**src/hdl/range_reserve_add_assign_min_unit_assert.svh**
```systemverilog
// ============================================================================
// range_reserve_add_assign_min_unit_assert.svh
// Assertion macros shared by the range reservation unit.
// ============================================================================
`ifndef RANGE_RESERVE_ADD_ASSIGN_MIN_UNIT_ASSERT_SVH
`define RANGE_RESERVE_ADD_ASSIGN_MIN_UNIT_ASSERT_SVH

// Same-cycle implication, sampled on i_clk, off while i_rst_n is low.
`define RRM_ASSERT_IMP(label, ante, cons) \
    label: assert property (@(posedge i_clk) disable iff (!i_rst_n) \
        (ante) |-> (cons)) else $error("rrm: property violated");

// Next-cycle implication, sampled on i_clk, off while i_rst_n is low.
`define RRM_ASSERT_NXT(label, ante, cons) \
    label: assert property (@(posedge i_clk) disable iff (!i_rst_n) \
        (ante) |=> (cons)) else $error("rrm: property violated");

`endif

```
**src/hdl/rrm_pkg.sv**
```systemverilog
// ============================================================================
// rrm_pkg
// Types and constants of the range reservation unit.
// ============================================================================
package rrm_pkg;

    localparam int ENTRIES    = 1024;
    localparam int LEVEL_BITS = 32;
    localparam int CELLS      = 32;
    localparam int CELL_DEPTH = ENTRIES / CELLS;
    localparam int ADDR_W     = $clog2(CELL_DEPTH);
    localparam int CELL_W     = $clog2(CELLS);
    localparam int IDX_W      = CELL_W + ADDR_W;
    localparam int CNT_W      = ((ADDR_W > CELL_W) ? ADDR_W : CELL_W) + 1;
    localparam int IN_IDX_W   = 11;
    localparam int AMT_W      = 31;
    localparam int CNT_OUT_W  = 32;

    // Request commands
    localparam logic [1:0] CMD_RESERVE = 2'd0;
    localparam logic [1:0] CMD_ADD     = 2'd1;
    localparam logic [1:0] CMD_ASSIGN  = 2'd2;

    // Register indexes
    localparam logic REG_ACTIVE = 1'b0;
    localparam logic REG_INIT   = 1'b1;

    typedef struct packed {
        logic [1:0]          command;
        logic [IN_IDX_W-1:0] first_index;
        logic [IN_IDX_W-1:0] last_index;
        logic [AMT_W-1:0]    amount;
    } t_req;

    typedef struct packed {
        logic                 granted;
        logic [CNT_OUT_W-1:0] grant_count;
    } t_rsp;

    typedef enum logic [2:0] {
        MODE_HOLD,
        MODE_CLEAR,
        MODE_CHECK,
        MODE_ADD,
        MODE_SUB,
        MODE_SET
    } t_mode;

    // Broadcast from the sequencer to every cell
    typedef struct packed {
        logic                  rd_en;
        logic [ADDR_W-1:0]     rd_addr;
        t_mode                 mode;
        logic [LEVEL_BITS-1:0] value;
        logic [IDX_W-1:0]      lo0;
        logic [IDX_W-1:0]      hi0;
        logic                  clr_bad;
    } t_cell_ctl;

endpackage

```
**src/hdl/rrm_cell.sv**
```systemverilog
// ============================================================================
// rrm_cell
// One cell of the chain: a slice of the level array with read-modify-write.
// ============================================================================
module rrm_cell (
    input  logic                          i_clk,
    input  logic                          i_rst_n,
    input  logic [rrm_pkg::CELL_W-1:0]    i_cell_idx,
    input  rrm_pkg::t_cell_ctl            i_ctl,
    input  logic                          i_ok,
    output logic                          o_ok
);

    logic [rrm_pkg::LEVEL_BITS-1:0] mem [rrm_pkg::CELL_DEPTH];

    logic [rrm_pkg::LEVEL_BITS-1:0] r_rd;
    logic [rrm_pkg::ADDR_W-1:0]     r_addr;
    logic                           r_pend;
    logic                           r_bad;
    logic                           r_ok;

    logic [rrm_pkg::IDX_W-1:0]      gidx;
    logic                           in_rng;
    logic                           wr_en;
    logic [rrm_pkg::LEVEL_BITS-1:0] wr_data;
    logic                           bad_hit;

    assign gidx   = {i_cell_idx, r_addr};
    assign in_rng = (gidx >= i_ctl.lo0) && (gidx <= i_ctl.hi0);

    always_comb begin
        wr_en   = 1'b0;
        wr_data = i_ctl.value;
        case (i_ctl.mode)
            rrm_pkg::MODE_CLEAR: wr_en = r_pend;
            rrm_pkg::MODE_ADD: begin
                wr_en   = r_pend && in_rng;
                wr_data = r_rd + i_ctl.value;
            end
            rrm_pkg::MODE_SUB: begin
                wr_en   = r_pend && in_rng;
                wr_data = r_rd - i_ctl.value;
            end
            rrm_pkg::MODE_SET: wr_en = r_pend && in_rng;
            default:           wr_en = 1'b0;
        endcase
    end

    // level counts as positive when nonzero and sign clear
    assign bad_hit = r_pend && (i_ctl.mode == rrm_pkg::MODE_CHECK) && in_rng
                     && ((r_rd == '0) || r_rd[rrm_pkg::LEVEL_BITS-1]);

    always_ff @(posedge i_clk) begin
        if (wr_en) begin
            mem[r_addr] <= wr_data;
        end
        if (i_ctl.rd_en) begin
            r_rd <= mem[i_ctl.rd_addr];
        end
        r_addr <= i_ctl.rd_addr;
    end

    always_ff @(posedge i_clk) begin
        if (!i_rst_n) begin
            r_pend <= 1'b0;
            r_bad  <= 1'b0;
            r_ok   <= 1'b0;
        end else begin
            r_pend <= i_ctl.rd_en;
            if (i_ctl.clr_bad) begin
                r_bad <= 1'b0;
            end else if (bad_hit) begin
                r_bad <= 1'b1;
            end
            // hand the running verdict to the next cell
            r_ok <= i_ok && !r_bad;
        end
    end

    assign o_ok = r_ok;

endmodule

```
**config.mk**
```make
export PLATFORM = sky130hd
export DESIGN_NAME = rrm_cell
export DESIGN_NICKNAME = d
export VERILOG_FILES = /design/src/hdl/range_reserve_add_assign_min_unit_assert.svh /design/src/hdl/rrm_pkg.sv /design/src/hdl/rrm_cell.sv
export SDC_FILE = /design/constraint.sdc
export NUM_CORES = 1
export LEC_CHECK = 0
export BUFFER_PORTS_ARGS = -buffer_cell sky130_fd_sc_hd__buf_2
export CAP_MARGIN = 20
export CORE_UTILIZATION = 57
export CTS_CLUSTER_DIAMETER = 40
export CTS_CLUSTER_SIZE = 14
export DETAILED_ROUTE_END_ITERATION = 16
export HOLD_SLACK_MARGIN = 0.1
export PLACE_DENSITY = 0.76
export SLEW_MARGIN = 20
export SYNTH_ARGS = -nofsm -noshare
export SYNTH_HDL_FRONTEND = slang
export SYNTH_SLANG_ARGS = --single-unit
```
**constraint.sdc**
```tcl
create_clock -name i_clk -period 5.87 [get_ports i_clk]
set_input_delay 0.587 -clock i_clk [delete_from_list [all_inputs] [get_ports i_clk]]
set_output_delay 0.587 -clock i_clk [all_outputs]
set_load 0.01 [all_outputs]
```
======== Word level (Yosys, flattened, before mapping) ========
Memory sizes are Yosys's and may differ from the RTL's. A register that Yosys moved wholly into a read port is not among the register bits.
Cells that the tools add are included.
cells by class
  add/sub/neg operators ................... 2
  $lt $le $gt $ge ......................... 2
  eq/ne operators ......................... 5
  multiplexer cells ....................... 4
  bitwise operators ....................... 1
  reduce and logical (&&, ||, !) cells .... 11
operators by type and width
  cell                                            number
  one-hot mux 32 bit (2 select lines)             1
  adder 32 bit                                    1
  logical NOT 32 bit                              1
  subtractor 32 bit                               1
  >= comparator 10 bit                            1
  <= comparator 10 bit                            1
  == test 3 x 2 -> 1 bit (second input constant)  2
  == test 3 bit (second input constant)           2
  logical AND 1 bit                               6
  == test 3 x 1 -> 1 bit (second input constant)  1
  OR reduction 3 bit                              1
  two-way mux 1 bit                               2
  one-hot mux 1 bit (2 select lines)              1
  OR reduction 2 bit                              1
  logical NOT 1 bit                               1
  logical OR 1 bit                                1
  NOT 1 bit                                       1
word-level totals
  register bits ........................... 8
  bits in writable memories ............... 1024
  logic and storage cells ................. 30
  memories ................................ 1
memories
  memory  words  width  read ports  clocked after memory_dff  wr ports  line            RTL
  mem     32     32     1           1                         1         rrm_cell.sv:14  logic [rrm_pkg::LEVEL_BITS-1:0] mem [rrm_pkg::CELL_DEPTH];

======== Logic depth before layout (Yosys ltp) ========
  depth after elaboration ................. 6
  mapped depth ............................ 19
  mapped depth without buffers ............ 18

======== Worst setup path after synthesis ========
OpenSTA, ideal clock, no wires.
  path type ............................... input-to-reg
  start point ............................. input port i_ctl[25] (netlist name)
  end point ............................... memory mem[0][28] (netlist name), data pin
  setup time .............................. 0.454 ns
  arrival ................................. 5.068 ns
  setup slack ............................. 0.348 ns
  cell stages on the path ................. 15
  cells stage by stage .................... or3_1 > or3_1 > nand2b_1 > o21ai_0 > xor2_1 > ha_1 > buf_2 > and3_1 > and3_1 > nand2_1 > o21ai_0 > a41oi_1 > o41ai_1 > xnor2_1 > o21ai_0
between the ends
  cells in the longest elaborated chain, start to end .. 2
  elaborated cells between the ends (all ways) .. 3
  classes of those cells .................. 2 x add/sub; 1 x mux
RTL lines
  item                                                      line                            RTL
  from (decl)                                               rrm_cell.sv:9                   input rrm_pkg::t_cell_ctl i_ctl,
  subtractor 32 bit / adder 32 bit (equally long branches)  rrm_cell.sv:42, rrm_cell.sv:38
  one-hot mux 32 bit (2 select lines) (*)                   rrm_cell.sv:34                  case (i_ctl.mode)
  net wr_data (one bit)                                     rrm_cell.sv:25                  logic [rrm_pkg::LEVEL_BITS-1:0] wr_data;
  to (decl)                                                 rrm_cell.sv:14
Mark *: on every way through the listed nets, which the timed path passes. The rest lies on a longest branch.

======== Worst setup path after layout ========
  start point ............................. register r_addr[0] (netlist name)
  end point ............................... memory mem[3][10] (netlist name) (enable)
between the ends
  cells in the longest elaborated chain, start to end .. 6
  elaborated cells between the ends (all ways) .. 7
  classes of those cells .................. 2 x order compare; 3 x mux; 2 x reduce/logical
RTL lines
  item                                                                 line                                            RTL
  from (decl)                                                          rrm_cell.sv:17                                  logic [rrm_pkg::ADDR_W-1:0] r_addr;
  from (signal assigned)                                               rrm_cell.sv:60                                  r_addr <= i_ctl.rd_addr;
  >= comparator 10 bit / <= comparator 10 bit (equally long branches)  rrm_cell.sv:29                                  assign in_rng = (gidx >= i_ctl.lo0) && (gidx <= i_ctl.hi0);
  logical AND 1 bit                                                    rrm_cell.sv:29
  logical AND 1 bit                                                    rrm_cell.sv:37, rrm_cell.sv:41, rrm_cell.sv:44
  one-hot mux 1 bit (2 select lines)                                   rrm_cell.sv:34
  two-way mux 1 bit                                                    rrm_cell.sv:54                                  if (wr_en) begin
  two-way mux 1 bit (not written as such)                              rrm_cell.sv:55                                  mem[r_addr] <= wr_data;
Several ways; a longest one is shown, not always the timed one.

==> impl_table.tex <==
\begin{tabular}{lr}
\hline
Metric & Value \\
\hline
\multicolumn{2}{l}{\textbf{Hold path}} \\
\quad Type of the most critical hold path & input port to flop \\
\quad Worst Hold Path Cells & 3 \\
\multicolumn{2}{l}{\textbf{Detailed routing}} \\
\quad \# DRC & 0 \\
\quad Initial DRT Pass Iterations & 5 \\
\quad Detailed-route via count & 22300 \\
\quad Number of DRC violations after detailed-routing iteration 0 & $\sim$2800 \\
\quad Detailed-route wire length per cell & between 30 and 40 um \\
\quad Remaining antenna violation count after routing & 0 \\
\quad Post-DR vias/cell & 6.78 \\
\quad Routed wire length & 108 mm \\
\multicolumn{2}{l}{\textbf{Synth}} \\
\quad Most common flop cell mapped by yosys & edfxtp\_1 \\
\quad Async set or reset register ratio after synthesis & 0\% \\
\quad Syn avg cell area & around 21 um2 \\
\quad Warnings from Yosys & 0 \\
\quad Synth Cell Area & $\sim$43000 um2 \\
\quad Synthesized instance count & a little over 2000 \\
\quad \#FFs+latches synth & between 1000 and 1500 \\
\quad Number of nets in the synthesized netlist & $\sim$2200 \\
\quad Sequential fraction of the synthesis area & between 70\% and 80\% \\
\quad Distinct cells, synth & 63 \\
\quad Number of flops mapped to enable cells by yosys & roughly 1100 \\
\multicolumn{2}{l}{\textbf{Placed design}} \\
\quad Detail Placement HPWL & 61.5 mm \\
\quad Dpl cells & roughly 3100 \\
\quad Global placer's final weighted congestion & between 0.9 and 1 \\
\quad Buffers on Ports & 70 \\
\multicolumn{2}{l}{\textbf{Floorplanning}} \\
\quad Width of the die & roughly 280 um \\
\quad Full die area & approximately 77000 um2 \\
\quad Die height & $\sim$280 um \\
\quad Num ports & 71 \\
\quad Area of the placeable core & 74700 um2 \\
\quad Cell Rows & 100 \\
\quad Effective utilization at floorplan & slightly below 60\% \\
\multicolumn{2}{l}{\textbf{Finish}} \\
\quad Area of the multi-input gates & 11100 um2 \\
\quad Area growth, synth to finish & 14.9\% \\
\quad Total of fill cells in the finished design & approximately 4600 \\
\quad Util after Layout & around 66\% \\
\quad Final std cells w/o fill & between 3000 and 4000 \\
\quad Count of nets after finishing & roughly 2400 \\
\quad Share of post-route cells with drive strength above 1 & 32.5\% \\
\quad Combined flip-flop and latch cell area & $\sim$32000 um2 \\
\multicolumn{2}{l}{\textbf{Timing}} \\
\quad Period Utilization, post-route & 82.4\% \\
\quad Fin Setup TNS & 0 ps \\
\quad Total count of max-transition violations in the final report & 0 \\
\quad Worst-case clock skew & a little over 20 ps \\
\quad Transition time at the pin with the least slew margin & roughly 1100 ps \\
\quad Setup violations, final & 0 \\
\quad Setup repair after global routing missed its margin & false \\
\quad Min Clock Period, post-route & 4840 ps \\
\quad Minimum hold slack & around 170 ps \\
\quad Max transition margin & around a quarter \\
\quad Number of endpoints with negative hold slack in the final report & 0 \\
\quad Max Clk Rate & about 210 MHz \\
\multicolumn{2}{l}{\textbf{Setup path}} \\
\quad Data arrival at the endpoint of the critical path & between 5000 and 6000 ps \\
\quad Required time worst endpoint & a little over 6000 ps \\
\quad Setup slack, reg-to-reg & just over 1000 ps \\
\quad Category of the worst setup path launch point & flop \\
\quad Worst path cell trace & inv\_1 -> ha\_1 -> nand2b\_1 -> a21o\_1 -> a21oi\_1 -> o21ai\_0 -> a41oi\_1 -> o41ai\_1 -> buf\_4 -> nand3\_1 -> nor2\_4 -> buf\_4 \\
\quad Max stage delay cell, worst path & o21ai\_0 \\
\quad Kind of critical path & flop to flop \\
\quad Maximum single-stage delay on the critical path & $\sim$670 ps \\
\quad Critical path peak fanout & 10 \\
\quad Depth of the worst register-to-register path & 12 \\
\quad Setup crit end kind & flop \\
\quad Cell with the most instances on the worst path & buf\_4 \\
\multicolumn{2}{l}{\textbf{Status}} \\
\quad Result of the run & finished clean \\
\multicolumn{2}{l}{\textbf{Global route}} \\
\quad Global router's overall resource usage & between 20 and 30\% \\
\quad Met1 track demand over resource in global routing & approximately two fifths \\
\quad Met2 usage & $\sim$45\% \\
\quad Remaining Overflow, GRT & 0 \\
\quad Most Used Layer, Global Route & met2 \\
\quad Met3 routing resource usage after global routing & under 10\% \\
\quad Number of antenna violations at the first check in global routing & 15 \\
\quad Via count of the first global-routing pass & around 23000 \\
\quad Global-route wire length before repair & around 160 mm \\
\quad Pin count of the biggest net entering global routing & roughly 120 \\
\multicolumn{2}{l}{\textbf{Clock tree}} \\
\quad Number of sinks handled by clock tree synthesis & around 1100 \\
\quad Maximum root-to-sink buffer count & 3 \\
\quad Number of H-tree branching levels & 3 \\
\quad Post-CTS Setup Repair Bufs & 0 \\
\quad TritonCTS clock tree & done \\
\quad Root buffer cell & clkbuf\_16 \\
\quad TritonCTS buffer count & $\sim$110 \\
\quad Worst-Skew Late Latency & slightly below 700 ps \\
\quad Post-CTS clock slew at the launch and capture registers of the worst setup and hold paths & 60 ps \\
\multicolumn{2}{l}{\textbf{Flow run}} \\
\quad Count of max-cap constraint violations & 0 \\
\multicolumn{2}{l}{\textbf{Power}} \\
\quad Total power divided by cell area & between 300 and 400 nW/um2 \\
\quad Largest voltage drop on the vdd net & 320 uV \\
\quad Leak pwr & between 15 and 20 nW \\
\hline
\end{tabular}
-- registers in the layout, indices dropped and copies added, names as in the netlist --
| register | cells |
|---|---|
| mem | 1024 |
| r_bad | 1 |
| r_addr | 5 |
| r_rd | 32 |
| r_pend | 1 |
| o_ok | 1 |
-- layout make-up --
class,instances,area share [%]
antenna,6,0.0303
clock buffer,124,5.78
multi-input combinational,838,22.4
clock inverter,77,1.96
timing repair buffer,174,2.86
tap,969,2.44
inverter,38,0.287
sequential,1064,64.2
-- worst paths after layout --
check                               start    endpoint
worst min-delay path                 i_ok        o_ok
worst max-delay path            r_addr[0]  mem[3][10]
worst max register to register  r_addr[0]  mem[3][10]
worst min register to register      r_bad        o_ok
-- metrics by stage --
stage	setup slack (ps)	power (mW)	instance area (um2)
after CTS	1050	17.3	49600
after global placement	518	10.1	45700
after floorplan	348	9.66	43200
after global routing	849	17.7	49600
after detailed placement	349	10.1	45700
final	1030	17.3	49600
-- cells by family (layout without fill, tap and decap cells) --
logic type	count (synthesis)	after routing	synth area share [%]
DFF	1064	1064	73.8
muxes	353	353	17.5
and+or+nand+nor	213	213	2.41
xor gates and xnor gates	56	56	1.15
buffers and inverters	137	413	1.24
adders and majority gates	53	53	1.55
AOI/OAI and AO/OA	163	163	2.33
other	0	6	0
-- critical path: cells and delay by family (launching register included) --
kind	cells	cell delay, ps
buffers and inverters	3	710
AOI/OAI and AO/OA	5	2110
DFF	1	390
and+or+nand+nor	3	1010
adders and majority gates	1	290
-- layout by cell type (no fill, tap or decap), types with 8 or more instances in the layout --
master	n
inv_6	12
o21ai_0	28
nand4_1	9
inv_1	38
o21ai_1	12
nor3_1	10
nor2b_1	9
xor2_1	27
clkinv_1	13
nor4_1	11
bufinv_16	18
nor2_1	38
nand2_1	41
clkbuf_1	11
clkinv_2	12
nand3_1	25
mux2_2	32
edfxtp_1	1056
ha_1	52
buf_12	21
a21o_1	15
nor2_4	32
buf_2	66
mux4_2	320
clkinvlp_4	8
xnor2_1	28
clkbuf_16	113
inv_8	8
a21oi_1	56
dfxtp_1	8
buf_4	84
-- cells in the mapped netlist (4+ instances only) --
cell / count / share of area (%)
a21oi_1: 61 / 0.71
and3_1: 7 / 0.10
dfxtp_1: 8 / 0.37
ha_1: 52 / 1.5
mux2_2: 32 / 0.83
a41oi_1: 4 / 0.081
nand4_1: 9 / 0.13
inv_1: 38 / 0.33
or3_1: 4 / 0.058
nand2b_1: 7 / 0.10
o21ai_0: 39 / 0.45
clkbuf_1: 67 / 0.58
o41ai_1: 5 / 0.10
nor2b_1: 9 / 0.13
nand2_1: 42 / 0.36
xnor2_1: 28 / 0.57
o31ai_1: 6 / 0.10
o21bai_1: 4 / 0.070
nor3_1: 10 / 0.12
mux4_2: 320 / 17
a21o_1: 15 / 0.26
xor2_1: 27 / 0.55
a211oi_1: 4 / 0.070
nor2_1: 70 / 0.61
nor4_1: 11 / 0.16
edfxtp_1: 1056 / 73
buf_1: 28 / 0.24
nand3_1: 26 / 0.30
-- timing repair --
item                                    4_1_cts  5_1_grt
gates resized for setup                       0        0
endpoints found under the setup margin        0        0
hold endpoints to repair                      1        0
hold buffers                                  1        0
-- report_power, final --
group	leakage, nW	switching (mW)	total [mW]	internal, mW
Combinational	4.60	0.849	1.36	0.506
Sequential	9.58	0.0286	8.64	8.61
Clock	1.86	2.95	7.30	4.35
-- per-layer routing --
layer	part of all wire, %	vias up
met2	48	1387
met3	11	267
met4	3.8	14
li1	-	8973
met1	38	11700
met5	0.067	-
(Power assumes the default switching activity.)
